<file path="config.mk">
export PLATFORM = sky130hd
export DESIGN_NAME = rcuc_queue
export DESIGN_NICKNAME = d
export VERILOG_FILES = /design/src/rtl/rcuc_pkg.sv /design/src/rtl/rcuc_queue.sv
export SDC_FILE = /design/constraint.sdc
export NUM_CORES = 1
export LEC_CHECK = 0
export BUFFER_PORTS_ARGS = -buffer_cell sky130_fd_sc_hd__buf_2
export CELL_PAD_IN_SITES_DETAIL_PLACEMENT = 1
export CELL_PAD_IN_SITES_GLOBAL_PLACEMENT = 1
export CORE_MARGIN = 4
export CORE_UTILIZATION = 40
export CTS_CLUSTER_DIAMETER = 100
export DETAILED_ROUTE_END_ITERATION = 8
export HOLD_SLACK_MARGIN = 0.08
export MAX_ROUTING_LAYER = met4
export PLACE_DENSITY = 0.64
export SLEW_MARGIN = 20
export SYNTH_ARGS = -nofsm -noshare
export SYNTH_HDL_FRONTEND = slang
export SYNTH_SLANG_ARGS = --single-unit
</file>
<file path="constraint.sdc">
create_clock -name clk -period 2.8 [get_ports clk]
set_input_delay 0 -clock clk [delete_from_list [all_inputs] [get_ports clk]]
set_output_delay 0 -clock clk [all_outputs]
set_load 0.1 [all_outputs]
</file>
<file path="src/rtl/rcuc_pkg.sv">
// Shared types, constants and helpers of the undershoot correction unit.
package rcuc_pkg;

	// Field and datapath widths
	localparam int SAMPLE_BITS     = 14;
	localparam int COEFF_BITS      = 16;
	localparam int COEFF_FRAC_BITS = 16;
	localparam int OUT_BITS        = 20;
	localparam int DIFF_BITS       = SAMPLE_BITS + 1;
	localparam int CAP_BITS        = OUT_BITS + COEFF_FRAC_BITS;
	localparam int CFG_INDEX_BITS  = 2;
	localparam int CFG_DATA_BITS   = 16;

	// Queue sizing, used by the job queue and the result queue
	localparam int Q_DEPTH    = 4;
	localparam int Q_PTR_BITS = $clog2(Q_DEPTH);
	localparam int Q_CNT_BITS = Q_PTR_BITS + 1;

	// Configuration register indexes
	typedef enum logic [CFG_INDEX_BITS-1:0] {
		REG_PEDESTAL  = 2'd0,
		REG_CHARGE    = 2'd1,
		REG_DISCHARGE = 2'd2
	} reg_index_t;

	// Configuration register set
	typedef struct packed {
		logic [SAMPLE_BITS-1:0] pedestal;
		logic [COEFF_BITS-1:0]  charge_coeff;
		logic [COEFF_BITS-1:0]  discharge_coeff;
	} cfg_t;

	// One classified sample handed from the front end to the back end
	typedef struct packed {
		logic signed [DIFF_BITS-1:0] diff;
		logic [COEFF_BITS-1:0]       coeff;
		logic                        first;
	} job_t;

	// Saturate a value one bit wider than the output to the output range.
	function automatic logic signed [OUT_BITS-1:0] sat_out(input logic signed [OUT_BITS:0] v);
		logic signed [OUT_BITS-1:0] res;
		if (v[OUT_BITS] == v[OUT_BITS-1]) begin
			res = v[OUT_BITS-1:0];
		end else if (v[OUT_BITS]) begin
			res = {1'b1, {(OUT_BITS-1){1'b0}}};
		end else begin
			res = {1'b0, {(OUT_BITS-1){1'b1}}};
		end
		return res;
	endfunction

endpackage

</file>
<file path="src/rtl/rcuc_queue.sv">
// Short job queue between the front end and the back end.
module rcuc_queue (
	input  logic          clk,
	input  logic          arst_n,
	input  logic          push,
	input  rcuc_pkg::job_t push_job,
	output logic          full,
	input  logic          pop,
	output rcuc_pkg::job_t pop_job,
	output logic          empty
);
	import rcuc_pkg::*;

	job_t                  mem_q [Q_DEPTH];
	logic [Q_PTR_BITS-1:0] wr_ptr_q;
	logic [Q_PTR_BITS-1:0] rd_ptr_q;
	logic [Q_CNT_BITS-1:0] cnt_q;
	logic                  do_push;
	logic                  do_pop;

	assign full    = (cnt_q == Q_CNT_BITS'(Q_DEPTH));
	assign empty   = (cnt_q == '0);
	assign do_push = push && !full;
	assign do_pop  = pop && !empty;
	assign pop_job = mem_q[rd_ptr_q];

	// Pointers and fill count
	always_ff @(posedge clk or negedge arst_n) begin
		if (!arst_n) begin
			wr_ptr_q <= '0;
			rd_ptr_q <= '0;
			cnt_q    <= '0;
		end else begin
			if (do_push) wr_ptr_q <= wr_ptr_q + 1'b1;
			if (do_pop)  rd_ptr_q <= rd_ptr_q + 1'b1;
			if (do_push && !do_pop) begin
				cnt_q <= cnt_q + 1'b1;
			end else if (do_pop && !do_push) begin
				cnt_q <= cnt_q - 1'b1;
			end
		end
	end

	// Storage needs no reset
	always_ff @(posedge clk) begin
		if (do_push) mem_q[wr_ptr_q] <= push_job;
	end

endmodule

</file>
# After elaboration in Yosys (flattened, before gate mapping)
# Memories as Yosys holds them, arrays and structs flattened.
# Cells that the tools add are included.
# totals
ff_bits	7
ramBits	128
input_bits	36
out_inout_bits	34
word_cells	23
mem_count	1
# memory_table
name	words	word_bits	read_ports	rd_clocked_by_memory_dff	write_ports	line	source
mem_q	4	32	1	0	1	rcuc_queue.sv:14	job_t mem_q [Q_DEPTH];
# op_classes
add_sub_neg	4
eq_ne	1
muxes	4
n_reduce_logical	10
# ops
op	count
3-bit two-way mux	2
2-bit by 1-bit adder with 2-bit output (second input constant)	2
1-bit logical AND	4
1-bit logical NOT	4
3-bit by 1-bit adder with 3-bit output (second input constant)	1
3-bit equality test (second input constant)	1
3-bit logical NOT	1
3-bit by 1-bit subtractor with 3-bit output (second input constant)	1
1-bit two-way mux	2
2-bit nonzero test	1

# Depth between registers and ports, before layout
# logic_depth
depth_word	7
depth_mapped	9
depth_no_buf	8

# Worst setup path before layout
# Ideal clock, no wire load.
# synth_path
path_kind	flip-flop to flip-flop
from	register cnt_q[0]
to	register cnt_q[1]
setup_time_ns	0.125
t_arrival_ns	2.939
required_ns	2.675
path_slack_ns	-0.264
path_stages_with_launch	8
n_path_buf	1
period_less_slack_ns	3.064
path_cell_list	dfrtp_1 > nor3b_2 > nor2b_1 > buf_6 > ha_1 > inv_1 > fa_1 > mux2_2
# synth_between
elab_chain_len	6
word_cells_on_any_way	15
cone_classes	add/sub (2); eq/ne (1); mux (2); reduce/logical (10)
# synth_rtl
element	line	source
start: declaration	rcuc_queue.sv:17	logic [Q_CNT_BITS-1:0] cnt_q;
start signal: assignment	rcuc_queue.sv:37	cnt_q <= cnt_q + 1'b1;
start signal: assignment	rcuc_queue.sv:39	cnt_q <= cnt_q - 1'b1;
3-bit equality test *	rcuc_queue.sv:21	assign full = (cnt_q == Q_CNT_BITS'(Q_DEPTH));
named net full	rcuc_queue.sv:7	output logic full,
1-bit logical NOT *	rcuc_queue.sv:23	assign do_push = push && !full;
1-bit logical AND *	rcuc_queue.sv:23	
named net do_push	rcuc_queue.sv:18	logic do_push;
1-bit logical NOT	rcuc_queue.sv:38	end else if (do_pop && !do_push) begin
1-bit logical AND	rcuc_queue.sv:38	
2-bit nonzero test (no source line)	--	
# Mark *: on every way through the listed nets, which the timed path passes. The rest lies on a longest branch. The select of a mux whose other input is x is not followed.
# A chain may end at the register's enable or synchronous reset.

==> metrics.yaml <==
worst_hold_path:
  holdCritPathClass: "input pin to flop"
clock_tree:
  clock-root-buffer: "sky130_fd_sc_hd__clkbuf_16"
  tritoncts: "yes"
  clk_latency_ns: 0.41
  cts_setup_buffers: 0
  cts.sink_count: 135
  clock_tree.htree_level_count: 4
  clk_transition_reported_paths_ns: 0.05
  cts_made_buffers: 17
  clk_path_buf_depth: 2
route:
  routed-via-count: 2438
  postRouteWirelength_mm: 9.838
  avgViaCountPerCell: 4.790
  post-route-drc-count: 0
  drt.antenna.violating_nets: 0
  first_pass_iters: 4
  routed_wire_length_per_instance_um: 19.33
  drt_first_iter_violations: 173
worst_setup_path:
  critical_path.max_stage_delay_ns: 0.78
  required_ns: 2.80
  timing_worst_setup_path_type: "flop to primary output"
  critical-path-slowest-cell: "sky130_fd_sc_hd__dfrtp_2"
  cp-end-kind: "primary output"
  timing.critical_path.cells: "buf_4 -> mux4_2 -> buf_2"
  worstSetupStartpointType: "flop"
  cp_max_fo: 19
  worst_ep_arrival_time_ns: 2.32
job:
  maxCapViolCount: 0
grt:
  gr-usage-all-layers_pct: 15.27
  gr-total-overflow: 0
  grt_pass1_vias: 2777
  grt_start_max_net_pins: 34
  grt_first_pass_wirelength_mm: 15.67
  antenna_found_initial: 0
logic_synthesis:
  syn-mean-instance-area_sq_um: 24.97
  post-synth-top-area-cell: "sky130_fd_sc_hd__edfxtp_1"
  synth.net_count: 246
  post_synth_inst_count: 204
  synth.ff_latch_count: 135
  synth_top_area_share_pct: 75.44
  yosysUniqueCellTypes: 22
  synthTopCellsByArea: "sky130_fd_sc_hd__edfxtp_1 75%, sky130_fd_sc_hd__mux4_2 12%, sky130_fd_sc_hd__dfrtp_1 3.4%"
  synth_seq_area_share_pct: 78.88
  syn_area_sq_um: 5095
  ys.warnings.count: 0
outcome:
  status: "completed"
layout:
  drive_above_1_share_pct: 42.52
  nNetsFinal: 371
  layout_common_cells: "128 x sky130_fd_sc_hd__edfxtp_1, 69 x sky130_fd_sc_hd__buf_2, 36 x sky130_fd_sc_hd__dlygate4sd3_1"
  stdcell_area_sq_um: 6550
  num_antenna_cells: 0
  area.growth.synth_to_final_pct: 28.56
  layout.cells.most_common: "sky130_fd_sc_hd__edfxtp_1"
sta:
  worst_slew_pin_slew_ns: 0.8573
  timing_hold_violations_final: 0
  fmaxAchievable_mhz: 430.2
  clock_skew_ns: 0.007548
  setup_tns_ns: 0
  period_minus_ws_final_ns: 2.324
  finalSetupViolations: 0
  grt_setup_unrepaired: "no"
  min_period_over_period_pct: 83.01
  worst_slack_ns: 0.4756
  max-slew-margin-rel_pct: 42.85
  final_max_slew_violation_count: 0
floorplan:
  core-area_sq_um: 12260
  die_h_um: 120.9
  die_area_sq_um: 14610
  placement_rows: 40
  die_width_um: 120.9
  floorplan.io_pins: 70
  start_util_pct: 41.55
placement:
  place.port_buffers: 69
  pre_cts_slack_ns: 0.6205
  place.gp.congestion: 0.7596
  dpl.hpwl_mm: 6.299
  placedInstanceArea_sq_um: 5650
[repair_timing]
item / in CTS / in global routing
gates resized for setup: 0 / 0
hold buffers: 36 / 0
endpoints found under the hold margin: 138 / 0
[flip-flops by register name, indices dropped and copies added, names as in the netlist]
register,flops
cnt_q,3
wr_ptr_q,2
rd_ptr_q,2
mem_q,128
[cells in the mapped netlist]
master / number
sky130_fd_sc_hd__mux4_2: 28
sky130_fd_sc_hd__nor2_1: 1
sky130_fd_sc_hd__nor3b_2: 1
sky130_fd_sc_hd__fa_1: 1
sky130_fd_sc_hd__dfrtp_1: 7
sky130_fd_sc_hd__nand2_1: 1
sky130_fd_sc_hd__and2_1: 4
sky130_fd_sc_hd__buf_2: 3
sky130_fd_sc_hd__mux2_4: 1
sky130_fd_sc_hd__xnor2_1: 4
sky130_fd_sc_hd__buf_6: 2
sky130_fd_sc_hd__buf_12: 3
sky130_fd_sc_hd__nand3_1: 1
sky130_fd_sc_hd__nor2b_1: 1
sky130_fd_sc_hd__inv_1: 4
sky130_fd_sc_hd__clkbuf_1: 1
sky130_fd_sc_hd__edfxtp_1: 128
sky130_fd_sc_hd__xor2_1: 2
sky130_fd_sc_hd__mux4_1: 4
sky130_fd_sc_hd__ha_1: 5
sky130_fd_sc_hd__or3_1: 1
sky130_fd_sc_hd__mux2_2: 1
[layer usage]
metal / routed length, um / track usage (%) / vias to the layer above
li1: - / - / 1107
met1: 4306 / 19.54 / 1249
met2: 4936 / 22.54 / 70
met3: 485 / 5.128 / 12
met4: 108 / 6.374 / 0
met5: 0 / - / -
[per-stage QoR]
| stage | utilization (%) | std cells | hold WS, ns |
|---|---|---|---|
| 2_1_floorplan | - | 204 | -0.2956 |
| 3_3_place_gp | 46.08 | 442 | -0.1520 |
| 3_5_place_dp | 46.08 | 442 | -0.1461 |
| 4_1_cts | 53.42 | 509 | 0.3118 |
| 5_1_grt | 53.42 | 509 | 0.3362 |
| 6_report | 53.42 | 509 | 0.3431 |
[critical path, delay by kind of cell (launching register included)]
kind / cells / cell delay [ns]
muxes: 1 / 0.53
DFF: 1 / 0.78
buffers and inverters: 2 / 0.59
[logic make-up (layout without fill, tap and decap cells)]
| family | Yosys count | in the layout | share of synthesized area [%] |
|---|---|---|---|
| mux | 34 | 34 | 14.96 |
| xor+xnor | 6 | 6 | 1.031 |
| buf+inv | 13 | 150 | 2.284 |
| flops | 135 | 135 | 78.88 |
| fa+ha+maj | 6 | 6 | 1.621 |
| simple gates | 10 | 10 | 1.228 |
[final cells by class]
type | instances | area, sq um
Clock inverter | 13 | 110.1
Timing Repair Buffer | 115 | 793.3
Multi-Input combinational cell | 56 | 970.9
Tap cell | 168 | 210.2
Sequential cell | 135 | 4021
Fill cell | 1089 | 5712
Clock buffer | 18 | 429.2
Inverter | 4 | 15.01
[path summary, 6_finish.rpt]
path | start | endpoint | slack [ns] | depth (start not counted)
setup / recovery | rd_ptr_q[0]$_DFFE_PN0P_ | pop_job[5] | 0.48 | 3
hold / removal | push_job[12] | mem_q[1][12]$_DFFE_PP_ | 0.34 | 2
setup reg to reg | cnt_q[0]$_DFFE_PN0P_ | cnt_q[2]$_DFFE_PN0P_ | 0.61 | 8
hold reg to reg | cnt_q[2]$_DFFE_PN0P_ | cnt_q[2]$_DFFE_PN0P_ | 0.51 | 1
max in group asynchronous | arst_n | rd_ptr_q[0]$_DFFE_PN0P_ | 1.94 | 3
min in group asynchronous | arst_n | cnt_q[0]$_DFFE_PN0P_ | 0.57 | 3
Power is left out: the tool's default activity adds up to more than one toggle a clock period on the data nets, which glitch-free logic cannot reach.
