`src/rtl/rcuc_pkg.sv`:
```
// Shared types, constants and helpers of the undershoot correction unit.
package rcuc_pkg;

	// Field and datapath widths
	localparam int SAMPLE_BITS     = 14;
	localparam int COEFF_BITS      = 16;
	localparam int COEFF_FRAC_BITS = 16;
	localparam int OUT_BITS        = 20;
	localparam int DIFF_BITS       = SAMPLE_BITS + 1;
	localparam int CAP_BITS        = OUT_BITS + COEFF_FRAC_BITS;
	localparam int CFG_INDEX_BITS  = 2;
	localparam int CFG_DATA_BITS   = 16;

	// Queue sizing, used by the job queue and the result queue
	localparam int Q_DEPTH    = 4;
	localparam int Q_PTR_BITS = $clog2(Q_DEPTH);
	localparam int Q_CNT_BITS = Q_PTR_BITS + 1;

	// Configuration register indexes
	typedef enum logic [CFG_INDEX_BITS-1:0] {
		REG_PEDESTAL  = 2'd0,
		REG_CHARGE    = 2'd1,
		REG_DISCHARGE = 2'd2
	} reg_index_t;

	// Configuration register set
	typedef struct packed {
		logic [SAMPLE_BITS-1:0] pedestal;
		logic [COEFF_BITS-1:0]  charge_coeff;
		logic [COEFF_BITS-1:0]  discharge_coeff;
	} cfg_t;

	// One classified sample handed from the front end to the back end
	typedef struct packed {
		logic signed [DIFF_BITS-1:0] diff;
		logic [COEFF_BITS-1:0]       coeff;
		logic                        first;
	} job_t;

	// Saturate a value one bit wider than the output to the output range.
	function automatic logic signed [OUT_BITS-1:0] sat_out(input logic signed [OUT_BITS:0] v);
		logic signed [OUT_BITS-1:0] res;
		if (v[OUT_BITS] == v[OUT_BITS-1]) begin
			res = v[OUT_BITS-1:0];
		end else if (v[OUT_BITS]) begin
			res = {1'b1, {(OUT_BITS-1){1'b0}}};
		end else begin
			res = {1'b0, {(OUT_BITS-1){1'b1}}};
		end
		return res;
	endfunction

endpackage

```
`src/rtl/rcuc_front.sv`:
```
// Front end: takes raw samples, removes the pedestal and picks the time constant.
module rcuc_front (
	input  logic                             clk,
	input  logic                             arst_n,
	input  logic                             push,
	input  logic                             full,
	input  logic [rcuc_pkg::SAMPLE_BITS-1:0] raw_sample,
	input  logic                             first_sample,
	input  rcuc_pkg::cfg_t                   cfg,
	output logic                             job_push,
	output rcuc_pkg::job_t                   job
);
	import rcuc_pkg::*;

	logic signed [DIFF_BITS-1:0] prev_raw_q;
	logic signed [DIFF_BITS-1:0] diff;
	logic                        falling;

	// Pedestal-subtracted sample and the falling-edge test
	assign diff     = $signed({1'b0, raw_sample}) - $signed({1'b0, cfg.pedestal});
	assign falling  = (diff < prev_raw_q);
	assign job_push = push && !full;

	always_comb begin
		job.diff  = diff;
		job.coeff = falling ? cfg.charge_coeff : cfg.discharge_coeff;
		job.first = first_sample;
	end

	// The previous difference is kept for every accepted beat, first ones included
	always_ff @(posedge clk or negedge arst_n) begin
		if (!arst_n) begin
			prev_raw_q <= '0;
		end else if (job_push) begin
			prev_raw_q <= diff;
		end
	end

endmodule

```
`config.mk`:
```
export PLATFORM = sky130hd
export DESIGN_NAME = rcuc_front
export DESIGN_NICKNAME = d
export VERILOG_FILES = /design/src/rtl/rcuc_pkg.sv /design/src/rtl/rcuc_front.sv
export SDC_FILE = /design/constraint.sdc
export NUM_CORES = 1
export LEC_CHECK = 0
export BUFFER_PORTS_ARGS = -buffer_cell sky130_fd_sc_hd__buf_2
export CAP_MARGIN = 20
export CORE_ASPECT_RATIO = 0.6
export CORE_MARGIN = 1
export CORE_UTILIZATION = 45
export CTS_CLUSTER_SIZE = 16
export DETAILED_ROUTE_END_ITERATION = 6
export PLACE_DENSITY = 0.85
export SETUP_SLACK_MARGIN = 0.15
export SLEW_MARGIN = 20
export SYNTH_ARGS = -nofsm -noshare
export SYNTH_HDL_FRONTEND = slang
export SYNTH_SLANG_ARGS = --single-unit
export TNS_END_PERCENT = 20
```
`constraint.sdc`:
```
create_clock -name clk -period 8.87 [get_ports clk]
set_clock_uncertainty 0.2 [all_clocks]
set_input_delay 2.2175 -clock clk [delete_from_list [all_inputs] [get_ports clk]]
set_output_delay 2.2175 -clock clk [all_outputs]
set_load 0.02 [all_outputs]
```
# ---- Word level (Yosys, flattened, before mapping)
# Index checks and enable logic that the tools add are counted.
dict set report op_classes {
  n_addsub 1
  magnitude_cmp 1
  mux 1
  reduce_logical 2
}
# operator n
set op_table {}
lappend op_table {{$mux W16} 1}
lappend op_table {{$lt A15 B15 Y1} 1}
lappend op_table {{$sub A14 B14 Y15} 1}
lappend op_table {{$logic_and A1 B1 Y1} 1}
lappend op_table {{$logic_not A1 Y1} 1}
dict set report word_totals {
  regBits 15
  input_bits 65
  output_inout_bits 33
  wordCells 6
}

# ---- Logic depth before layout (Yosys ltp)
# Gate-level depths: netlist (run 1).
dict set report logic_depth {
  ltp_word 3
  mapped_depth 18
  mapped_depth_nobuf 17
}

# ---- Worst setup path before layout (run 1)
# No wires, ideal clock.
dict set report synth_path {
  path_kind {input port to output port}
  from {in raw_sample[0] (netlist bit)}
  to {out job[10] (netlist bit)}
  arrival_ps 5884
  t_required_ps 6452
  slack_ps 569
  stages 18
  n_path_buf 1
  cell_sequence {inv_1 ha_1 inv_1 fa_1 a211oi_1 o21ai_1 a221oi_2 o21bai_1 a21oi_1 xnor2_1 ha_1 a21o_1 a31oi_1 o21ai_0 a21oi_1 mux2_4 buf_6 mux2_2}
}
# element line
set synth_rtl {}
lappend synth_rtl {{from (decl)} rcuc_front.sv:7} ;# input logic [rcuc_pkg::SAMPLE_BITS-1:0] raw_sample,
lappend synth_rtl {{to (decl)} rcuc_front.sv:11} ;# output rcuc_pkg::job_t job

==> metrics.txt, run 1 <==
status=complete, but fails checks; failing checks=DRC; largest cells by area after synthesis=dfrtp_1 (20%), ha_1 (19%), mux2_2 (12%), inv_1 (6.5%), nand2_1 (3.8%); final hold violations=0; Crit path arrival time=around 6.0 ns; First-pass DRT Iterations=7; Die W=about 85 microns; FMAX=roughly 120 MHz; P_int=between 0.0002 and 0.0003 W; via count=~1900; post-route minimum period=about 8.4 ns; Largest regs=prev_raw_q x15; initial antenna violation count=0; fin. max-slew vios=0; CTS HTree Levels=1; Initial Util=roughly 50%; vias per cell=between 5 and 6; met3 GRT Util=under 10%; post-DP HPWL=3.758 mm; Iter 0 DRT Violations=93; Syn Nets=314; min-delay src=prev_raw_q[0]; CTS Root Cell=clkbuf_8; critical path type=primary input to output pin; vias in the first global route=around 1600; ANT nets after route=0; routability congestion estimate=0.8085; area grow syn2layout=31.18%; GRT Total Usage=roughly 21%; final worst-path cycle share=between 90 and 100%; die area=around 4400 sq um; n_diodes=0; Post-synth EDFFs=0; Leak=approximately 1.3 nW; FF+latch count, synth=15; Worst slew margin=56.82%; Least-Margin Pin Slew=between 0.6 and 0.7 ns; setup TNS=0 ns; Clock Path Buffers=2; Most used DFF post-synth=dfrtp_1; Most Used Layer, Global Route=met2; clk_lat worst skew=roughly 0.25 ns; cell area power density=roughly 190 nW/um^2; first-pass GRT wire length=7.265 mm; Post-CTS Hold Fix Bufs=0; Gate power share=67.9%; filler cell count=between 300 and 400; RSZ-0062 raised after global routing=false; CTS Sinks=15; met1 usage=slightly below 30%; synthesized area per cell=between 8 and 9 sq um; final WL=around 4.6 mm; grt met2 use=33.74%; GR Overflow Total=0; worst-path fanout max=8; Clock Power Share=12.5%; Remaining DRCs=4; postcts setup bufs=0; register area share after synthesis=20.20%; Design Power=roughly 0.00045 W; Clk pin slew, worst setup/hold paths=0.06 ns; Wirelength per Cell=around 13 microns; share of the synthesized area in the top cell type=between 20% and 30%; reg2reg start=prev_raw_q[7]; CP cell instances=buf_2 > inv_1 > ha_1 > inv_1 > fa_1 > a211oi_2 > o21ai_1 > a221oi_2 > o21bai_2 > a21oi_2 > xnor2_1 > ha_1 > a21o_1 > a31oi_1 > o21ai_0 > a21oi_2 > mux2_4 > mux2_2 > buf_2; post-route cell area=2437 sq um; CP Launch Type=primary input; register bank with the most flops=prev_raw_q; Core ar.=roughly 3800 sq um; most frequent cells after synthesis=inv_1 (32), ha_1 (28), mux2_2 (20); Die Y=around 52 microns; synthesized instance count=220; CTS tree=yes; Placement Cell Area=~2400 sq um; Mapped Area=~1900 sq um; Sw Pwr=0.0002029 W; origin of the worst setup path=raw_sample[0]; max FFs per register=15; Top Ports=98; Req. time, crit path=~6.5 ns; Worst path max stage delay=0.43 ns; share of cells above drive strength 1=between 40% and 50%; # port buffers=95; MaxCap Viol Count=0; Num CTS Buffers=3; Nets=410; Finish-stage setup viols=0; Peak supply drop=around 0.000066 V; switching share of total power=44.80%; post-synth cell types=38; CP Capture Type=output pin; Flop pwr share=between 10% and 20%; synthesis warning total=0; slowest CP cell=fa_1; Hold Crit Class=flop to flop; row count=17; largest area contributor in the netlist=dfrtp_1; largest net degree at the start of global routing=27; Async SR Flop Fraction=between 90% and 100%; top-count cell post-synth=inv_1
==> per-layer routing <==
layer	wire length [microns]	part of all wire [%]
met1	2281	50
met3	212	4.6
met2	2028	44
met5	0	0
met4	38	0.83
==> cell usage in the layout, fill, tap and decap left out, drive strengths merged, types with 4 or more instances in the layout <==
master / count
a211oi: 4
a21o: 9
a21oi: 12
a31oi: 4
buf: 95
clkbuf: 4
dfrtp: 15
ha: 28
inv: 32
mux2: 22
nand2: 19
nand2b: 5
nor2: 11
o21a: 5
o21ai: 13
xnor2: 8
==> final timing paths <==
check,endpoint,slack [ns],cells after the start
worst max-delay path,job[6],0.46,19
worst max register to register,prev_raw_q[7],7.92,1
min in group asynchronous,prev_raw_q[2],1.66,1
worst min-delay path,prev_raw_q[0],0.29,2
worst min register to register,prev_raw_q[0],0.29,2
max in group asynchronous,prev_raw_q[6],6.56,1
==> kinds of logic after synthesis <==
group	count (synthesis)	share of synthesized area, %
xor gates and xnor gates	11	5.186
buffers and inverters	38	8.350
muxes	22	13.47
DFF	15	20.20
adders and majority gates	29	19.93
AOI/OAI and AO/OA	60	21.95
and+or+nand+nor	45	10.91
==> per-stage QoR <==
stage | std cells | hold slack [ns] | utilization [%] | setup slack, ns
3_5_place_dp | 357 | 0.2715 | 62.01 | 0.3766
2_1_floorplan | 220 | 0.2502 | - | 0.5686
4_1_cts | 361 | 0.2853 | 63.19 | 0.3546
5_1_grt | 362 | 0.3003 | 64.02 | 0.1485
6_report | 362 | 0.2873 | 64.02 | 0.4569
3_3_place_gp | 357 | 0.2661 | 62.01 | 0.4801
==> power groups by stage <==
stage                     Sequential [W]  Clock [W]  Combinational, W
after floorplan                0.0000887          0          0.000221
after global placement         0.0000896          0          0.000287
after detailed placement       0.0000903          0          0.000294
after CTS                      0.0000890  0.0000570          0.000297
after global routing           0.0000906  0.0000606          0.000339
final                          0.0000889  0.0000567          0.000307
==> area by class of cell <==
type / instances / area (sq um) / share of cell area (%)
multi-input cells: 168 / 1359 / 55.75
clock buffers: 4 / 45.04 / 1.848
flip-flops and latches: 15 / 375.4 / 15.40
repair buffers: 95 / 475.5 / 19.51
inverters: 33 / 123.9 / 5.082
well taps: 47 / 58.81 / 2.413
==> critical path: cells and delay by family <==
kind | cells | cell delay (ns)
buffers and inverters | 4 | 0.36
xor gates and xnor gates | 1 | 0.16
AOI/OAI and AO/OA | 9 | 1.68
adders and majority gates | 3 | 0.90
muxes | 2 | 0.67
==> what timing repair did <==
action	in CTS	in global routing
gates resized for setup	0	5
hold endpoints to repair	0	0
setup endpoints to repair	0	16
Note: power is estimated with default switching activity, not from simulation.
==> run 2, diff against run 1 <==
==> constraint.sdc (replaced) <==
create_clock -name clk -period 8.87 [get_ports clk]
set_clock_uncertainty 0.2 [all_clocks]
set_input_delay 1.774 -clock clk [delete_from_list [all_inputs] [get_ports clk]]
set_output_delay 1.774 -clock clk [all_outputs]
set_load 0.02 [all_outputs]
==> run 2 against run 1 <==
  * The run still ends with DRC left
  * Critical path depth unchanged
  * Register-to-register slack hardly changed
  * Cell count shrank 0.28%
  * Die area unchanged
  * Flip-flop and latch count unchanged
  * Hold slack worse by 0.0039 ns
  * Sequential share of layout area rose by 0.20 points
  * Worst setup slack better by 0.73 ns
  * Maximum frequency rose by 9.5%
  * Clock-buffer cell count stayed put
  * Highest routed layer unchanged
==> metrics.txt, run 2 (synthesis gave the netlist of run 1 again) <==
Worst path max stage delay=0.42 ns (about the same); CP cell instances=buf_2 > inv_1 > ha_1 > inv_1 > fa_1 > a211oi_1 > o21ai_1 > a221oi_2 > o21bai_1 > a21oi_1 > xnor2_1 > ha_1 > a21o_1 > a31oi_1 > o21ai_0 > a21oi_1 > mux2_4 > mux2_2 > buf_2; vias per cell=5.161 (-0.79%); largest net degree at the start of global routing=27 (unchanged); Largest regs=prev_raw_q x15; Die W=84.96 microns (unchanged); RSZ-0062 raised after global routing=false; share of cells above drive strength 1=39.49% (-1.5 points); Core ar.=3807 sq um (unchanged); Gate power share=67.5% (-0.4 points); commonest non-fill, non-tap cell in the layout=buf_2; top layer reached by signal wires=met4; GR Overflow Total=0 (unchanged); CTS tree=yes; CTS Root Cell=clkbuf_8; slowest CP cell=fa_1; Finish-stage setup viols=0 (unchanged); initial antenna violation count=0 (unchanged); postcts setup bufs=0 (unchanged); Post-CTS Hold Fix Bufs=0 (unchanged); ANT nets after route=0 (unchanged); CP Launch Type=primary input; row count=17 (unchanged); FMAX=130.1 MHz (+9.5%); Worst slew margin=57.90% (+1.1 points); Clock Power Share=12.5% (about the same); via count=1863 (-1.1%); Least-Margin Pin Slew=0.6276 ns (-0.01609 ns); routed wl met3=208 microns (-1.9%); switching share of total power=44.95% (+0.16 points); P_int=0.0002449 W (-2.1%); failing checks=DRC; first-pass GRT wire length=7.465 mm (+2.8%); CTS Sinks=15 (unchanged); area grow syn2layout=29.50%; CP Capture Type=output pin; worst-path fanout max=16 (+8); Wirelength per Cell=12.72 microns (+0.94%); First-pass DRT Iterations=7 (unchanged); status=complete, but fails checks; WL met1=2.305 mm (+1.1%); post-DP HPWL=3.777 mm (+0.49%); Num CTS Buffers=3 (unchanged); CP delay by family, top=compound AO/OA/AOI/OAI gates; Bufs and invs on worst path=4 (unchanged); Initial Util=48.80% (unchanged); Nets=409 (-0.24%); Flop pwr share=20.0% (+0.4 points); critical path type=primary input to output pin; Peak supply drop=0.00006200 V (-6.7%); Iter 0 DRT Violations=150 (+61%); Design Power=0.0004450 W (-1.8%); routability congestion estimate=0.8086 (about the same); # port buffers=95 (unchanged); final WL=4.591 mm (+0.66%); final worst-path cycle share=86.64% (-8.2 points); Crit path arrival time=5.71 ns (-0.29 ns); Resize count post-CTS=0 (unchanged); Clock Path Buffers=2 (unchanged); setup TNS=0 ns (unchanged); die area=4399 sq um (unchanged); n_diodes=0 (unchanged); Leak=1.314 nW (-1.1%); cell area power density=184.9 nW/um^2 (-0.50%); Clk pin slew, worst setup/hold paths=0.06 ns (about the same); routed length on met2=2.009 mm (-0.94%); vias in the first global route=1651 (+1.7%); clk_lat worst skew=0.24 ns (about the same); CTS HTree Levels=1 (unchanged); Hold Crit Class=flop to flop; GRT Total Usage=21.03% (+0.53 points); Die Y=51.78 microns (unchanged); MaxCap Viol Count=0 (unchanged); most frequent cells in the layout=buf_2 (95), inv_1 (32), ha_1 (28); fin. max-slew vios=0 (unchanged); final hold violations=0 (unchanged); Req. time, crit path=6.90 ns (+0.45 ns); max FFs per register=15 (unchanged); Top Ports=98 (unchanged); Remaining DRCs=4 (unchanged); hold_ws=0.2833 ns (-0.003927 ns); Sw Pwr=0.0002000 W (-1.4%); post-route minimum period=7.685 ns (-0.7278 ns); register bank with the most flops=prev_raw_q
==> run 2: final timing paths <==
| kind | startpoint | end | slack (ns) | depth (start not counted) |
|---|---|---|---|---|
| setup / recovery | raw_sample[0] | job[7] | 1.18 | 19 |
| hold / removal | prev_raw_q[0] | prev_raw_q[0] | 0.28 | 2 |
| setup reg to reg | prev_raw_q[7] | prev_raw_q[7] | 7.92 | 1 |
| hold reg to reg | prev_raw_q[0] | prev_raw_q[0] | 0.28 | 2 |
| max in group asynchronous | arst_n | prev_raw_q[13] | 7.00 | 1 |
| min in group asynchronous | arst_n | prev_raw_q[4] | 1.22 | 1 |
==> run 2: power by group through the flow <==
stage | Clock (W) | Sequential, W | Combinational [W]
floorplan | 0 | 0.0000887 | 0.000221
global route | 0.0000590 | 0.0000904 | 0.000330
global placement | 0 | 0.0000896 | 0.000287
finish | 0.0000554 | 0.0000891 | 0.000300
detailed placement | 0 | 0.0000901 | 0.000295
CTS | 0.0000562 | 0.0000890 | 0.000299
==> run 2: per-stage QoR <==
stage / worst slack [ns] / utilization (%) / instances / instance area (sq um)
2_1_floorplan: 1.456 / - / 220 / 1858
3_3_place_gp: 1.367 / 62.01 / 357 / 2361
3_5_place_dp: 1.259 / 62.01 / 357 / 2361
4_1_cts: 1.199 / 63.19 / 361 / 2406
5_1_grt: 0.8447 / 63.19 / 361 / 2406
6_report: 1.185 / 63.19 / 361 / 2406
==> run 2: final cells by class <==
| cell class | count | area [sq um] |
|---|---|---|
| fill | 333 | 1401 |
| multi-input combinational | 167 | 1328 |
| timing repair buffer | 95 | 475.5 |
| sequential | 15 | 375.4 |
| inverter | 33 | 123.9 |
| tap | 47 | 58.81 |
| clock buffer | 4 | 45.04 |
==> run 2: metal layers <==
metal	vias to the layer above	track usage, %
met2	68	34.95
met1	825	29.83
met4	0	5.932
met5	-	0
li1	962	-
met3	8	1.429
==> run 2: tightest hold or removal path, stage by stage, from the launching register on <==
cell and delay [ns]:
dfrtp_1 0.34, nand2_1 0.04, o21ai_0 0.06
==> run 3, diff against run 2 <==
--- a/config.mk
+++ b/config.mk
@@ -9,10 +9,10 @@
 export CAP_MARGIN = 20
 export CORE_ASPECT_RATIO = 0.6
 export CORE_MARGIN = 1
-export CORE_UTILIZATION = 45
+export CORE_UTILIZATION = 46
 export CTS_CLUSTER_SIZE = 16
 export DETAILED_ROUTE_END_ITERATION = 6
-export PLACE_DENSITY = 0.85
+export PLACE_DENSITY = 0.83
 export SETUP_SLACK_MARGIN = 0.15
 export SLEW_MARGIN = 20
 export SYNTH_ARGS = -nofsm -noshare
==> run 3 against run 2 <==
  * The run still ends with DRC left
  * Sequential share of layout area is the same
  * Critical endpoint is now job[11]
  * Clock power about the same
  * Largest power group unchanged
  * Largest cell class unchanged
  * Sequential power hardly changed
  * Clock-buffer cell count stayed put
  * Wire length decreased by 1.0%
  * Maximum frequency increased by 0.29%
  * Via count fell by 1.4%
  * Cell area stayed put
==> metrics.txt, run 3 (synthesis gave the netlist of run 1 again) <==
status=complete, but fails checks; failing checks=DRC; max FFs per register=15 (unchanged); Hold Path Cell Cnt=2 (unchanged); Crit path arrival time=5.69 ns (-0.02 ns); vias in the first global route=1657 (+0.36%); final worst-path cycle share=86.39% (-0.25 points); Nets=409 (unchanged); Resize count post-CTS=0 (unchanged); filler cell count=329 (-1.2%); register bank with the most flops=prev_raw_q; initial antenna violation count=0 (unchanged); clk_lat worst skew=0.24 ns (about the same); Hold Crit Class=flop to flop; Peak supply drop=0.00006030 V (-2.7%); row count=17 (unchanged); Largest regs=prev_raw_q x15; Die W=84.05 microns (-1.1%); critical path type=primary input to output pin; worst-case reg-to-reg path depth=1 (unchanged); CTS HTree Levels=1 (unchanged); ANT nets after route=0 (unchanged); routability congestion estimate=0.8659 (+7.1%); area grow syn2layout=29.50% (unchanged); CTS tree=yes; Finish-stage setup viols=0 (unchanged); die area=4306 sq um (-2.1%); Req. time, crit path=6.90 ns (about the same); fin. max-slew vios=0 (unchanged); FMAX=130.5 MHz (+0.29%); Remaining DRCs=8 (+4); Least-Margin Pin Slew=0.6075 ns (-0.02012 ns); pre-CTS setup slack=1.279 ns (+0.02075 ns); Initial Util=49.35% (+0.55 points); hold_ws=0.2830 ns (-0.0003720 ns); RR Endpoint=prev_raw_q[7]; final hold violations=0 (unchanged); MaxCap Viol Count=0 (unchanged); Placement Cell Area=2361 sq um (unchanged); Design Power=0.0004428 W (-0.48%); R2R setup slack=7.92 ns (about the same); n_diodes=0 (unchanged); Wirelength per Cell=12.59 microns (-1.0%); min-delay src=prev_raw_q[0]; Final WS setup=1.207 ns (+0.02234 ns); GRT Total Usage=21.67% (+0.64 points); cell area power density=184.1 nW/um^2 (-0.48%); share of cells above drive strength 1=39.49% (unchanged); worst-path fanout max=16 (unchanged); post-route cell area=2406 sq um (unchanged); First-pass DRT Iterations=6 (-1); CP Launch Type=primary input; Iter 0 DRT Violations=90 (-40%); RSZ-0062 raised after global routing=false; via count=1836 (-1.4%); # port buffers=95 (unchanged); commonest non-fill, non-tap cell in the layout=buf_2; GR Overflow Total=0 (unchanged); CTS Root Cell=clkbuf_8; Clock Path Buffers=2 (unchanged); Die Y=51.23 microns (-1.1%); Post-CTS Hold Fix Bufs=0 (unchanged); CTS Sinks=15 (unchanged); Clk pin slew, worst setup/hold paths=0.06 ns (about the same); Worst slew margin=59.25% (+1.3 points); Num CTS Buffers=3 (unchanged); hold path endpoint=prev_raw_q[0]; first-pass GRT wire length=7.583 mm (+1.6%); reg2reg start=prev_raw_q[7]; final WL=4.544 mm (-1.0%); Core ar.=3765 sq um (-1.1%); postcts setup bufs=0 (unchanged); Leak=1.314 nW (unchanged); post-route minimum period=7.663 ns (-0.02234 ns); CP Capture Type=output pin; largest net degree at the start of global routing=27 (unchanged); post-DP HPWL=3.834 mm (+1.5%); vias per cell=5.086 (-1.4%); Top Ports=98 (unchanged); most frequent cells in the layout=buf_2 (95), inv_1 (32), ha_1 (28); setup TNS=0 ns (unchanged)
[run 3: cell counts in the layout (fill, tap and decap cells not counted)]
Identical to the previous run, type by type.
[run 3: final cells by class]
cell class | count | area (sq um) | share of cell area (%)
Inverter | 33 | 123.9 | 5.148
Tap cell | 47 | 58.81 | 2.444
Timing Repair Buffer | 95 | 475.5 | 19.76
Multi-Input combinational cell | 167 | 1328 | 55.17
Sequential cell | 15 | 375.4 | 15.60
Clock buffer | 4 | 45.04 | 1.872
[run 3: worst max path at each step]
stage	from	end	slack (ns)	cells after the start
floorplan	raw_sample[0]	job[10]	1.46	18
global placement	raw_sample[0]	job[12]	1.37	19
detailed placement	raw_sample[0]	job[11]	1.28	19
CTS	raw_sample[0]	job[11]	1.25	19
global route	raw_sample[0]	job[11]	0.86	19
finish	raw_sample[0]	job[11]	1.21	19
[run 3: power by group]
group	internal, W	switching (W)
Combinational	0.000129	0.000169
Sequential	0.0000835	0.00000560
Clock	0.0000318	0.0000238
[run 3: layer usage]
layer  wire length (microns)  track usage [%]
met1                    2202            30.46
met2                    2088            37.16
met3                     222            1.454
met4                      30            4.310
met5                       0                0
[run 3: critical path, stage by stage]
cell      delay, ns
buf_2          0.09
inv_1          0.04
ha_1           0.16
inv_1          0.06
fa_1           0.42
a211oi_1       0.33
o21ai_1        0.16
a221oi_2       0.33
o21bai_1       0.16
a21oi_1        0.20
xnor2_1        0.18
ha_1           0.29
a21o_1         0.18
a31oi_1        0.14
o21ai_0        0.10
a21oi_1        0.17
mux2_4         0.42
mux2_2         0.31
buf_2          0.16
[run 3: metrics by stage]
| step | util [%] | cells |
|---|---|---|
| 2_1_floorplan | - | 220 |
| 3_3_place_gp | 62.71 | 357 |
| 3_5_place_dp | 62.71 | 357 |
| 4_1_cts | 63.91 | 361 |
| 5_1_grt | 63.91 | 361 |
| 6_report | 63.91 | 361 |
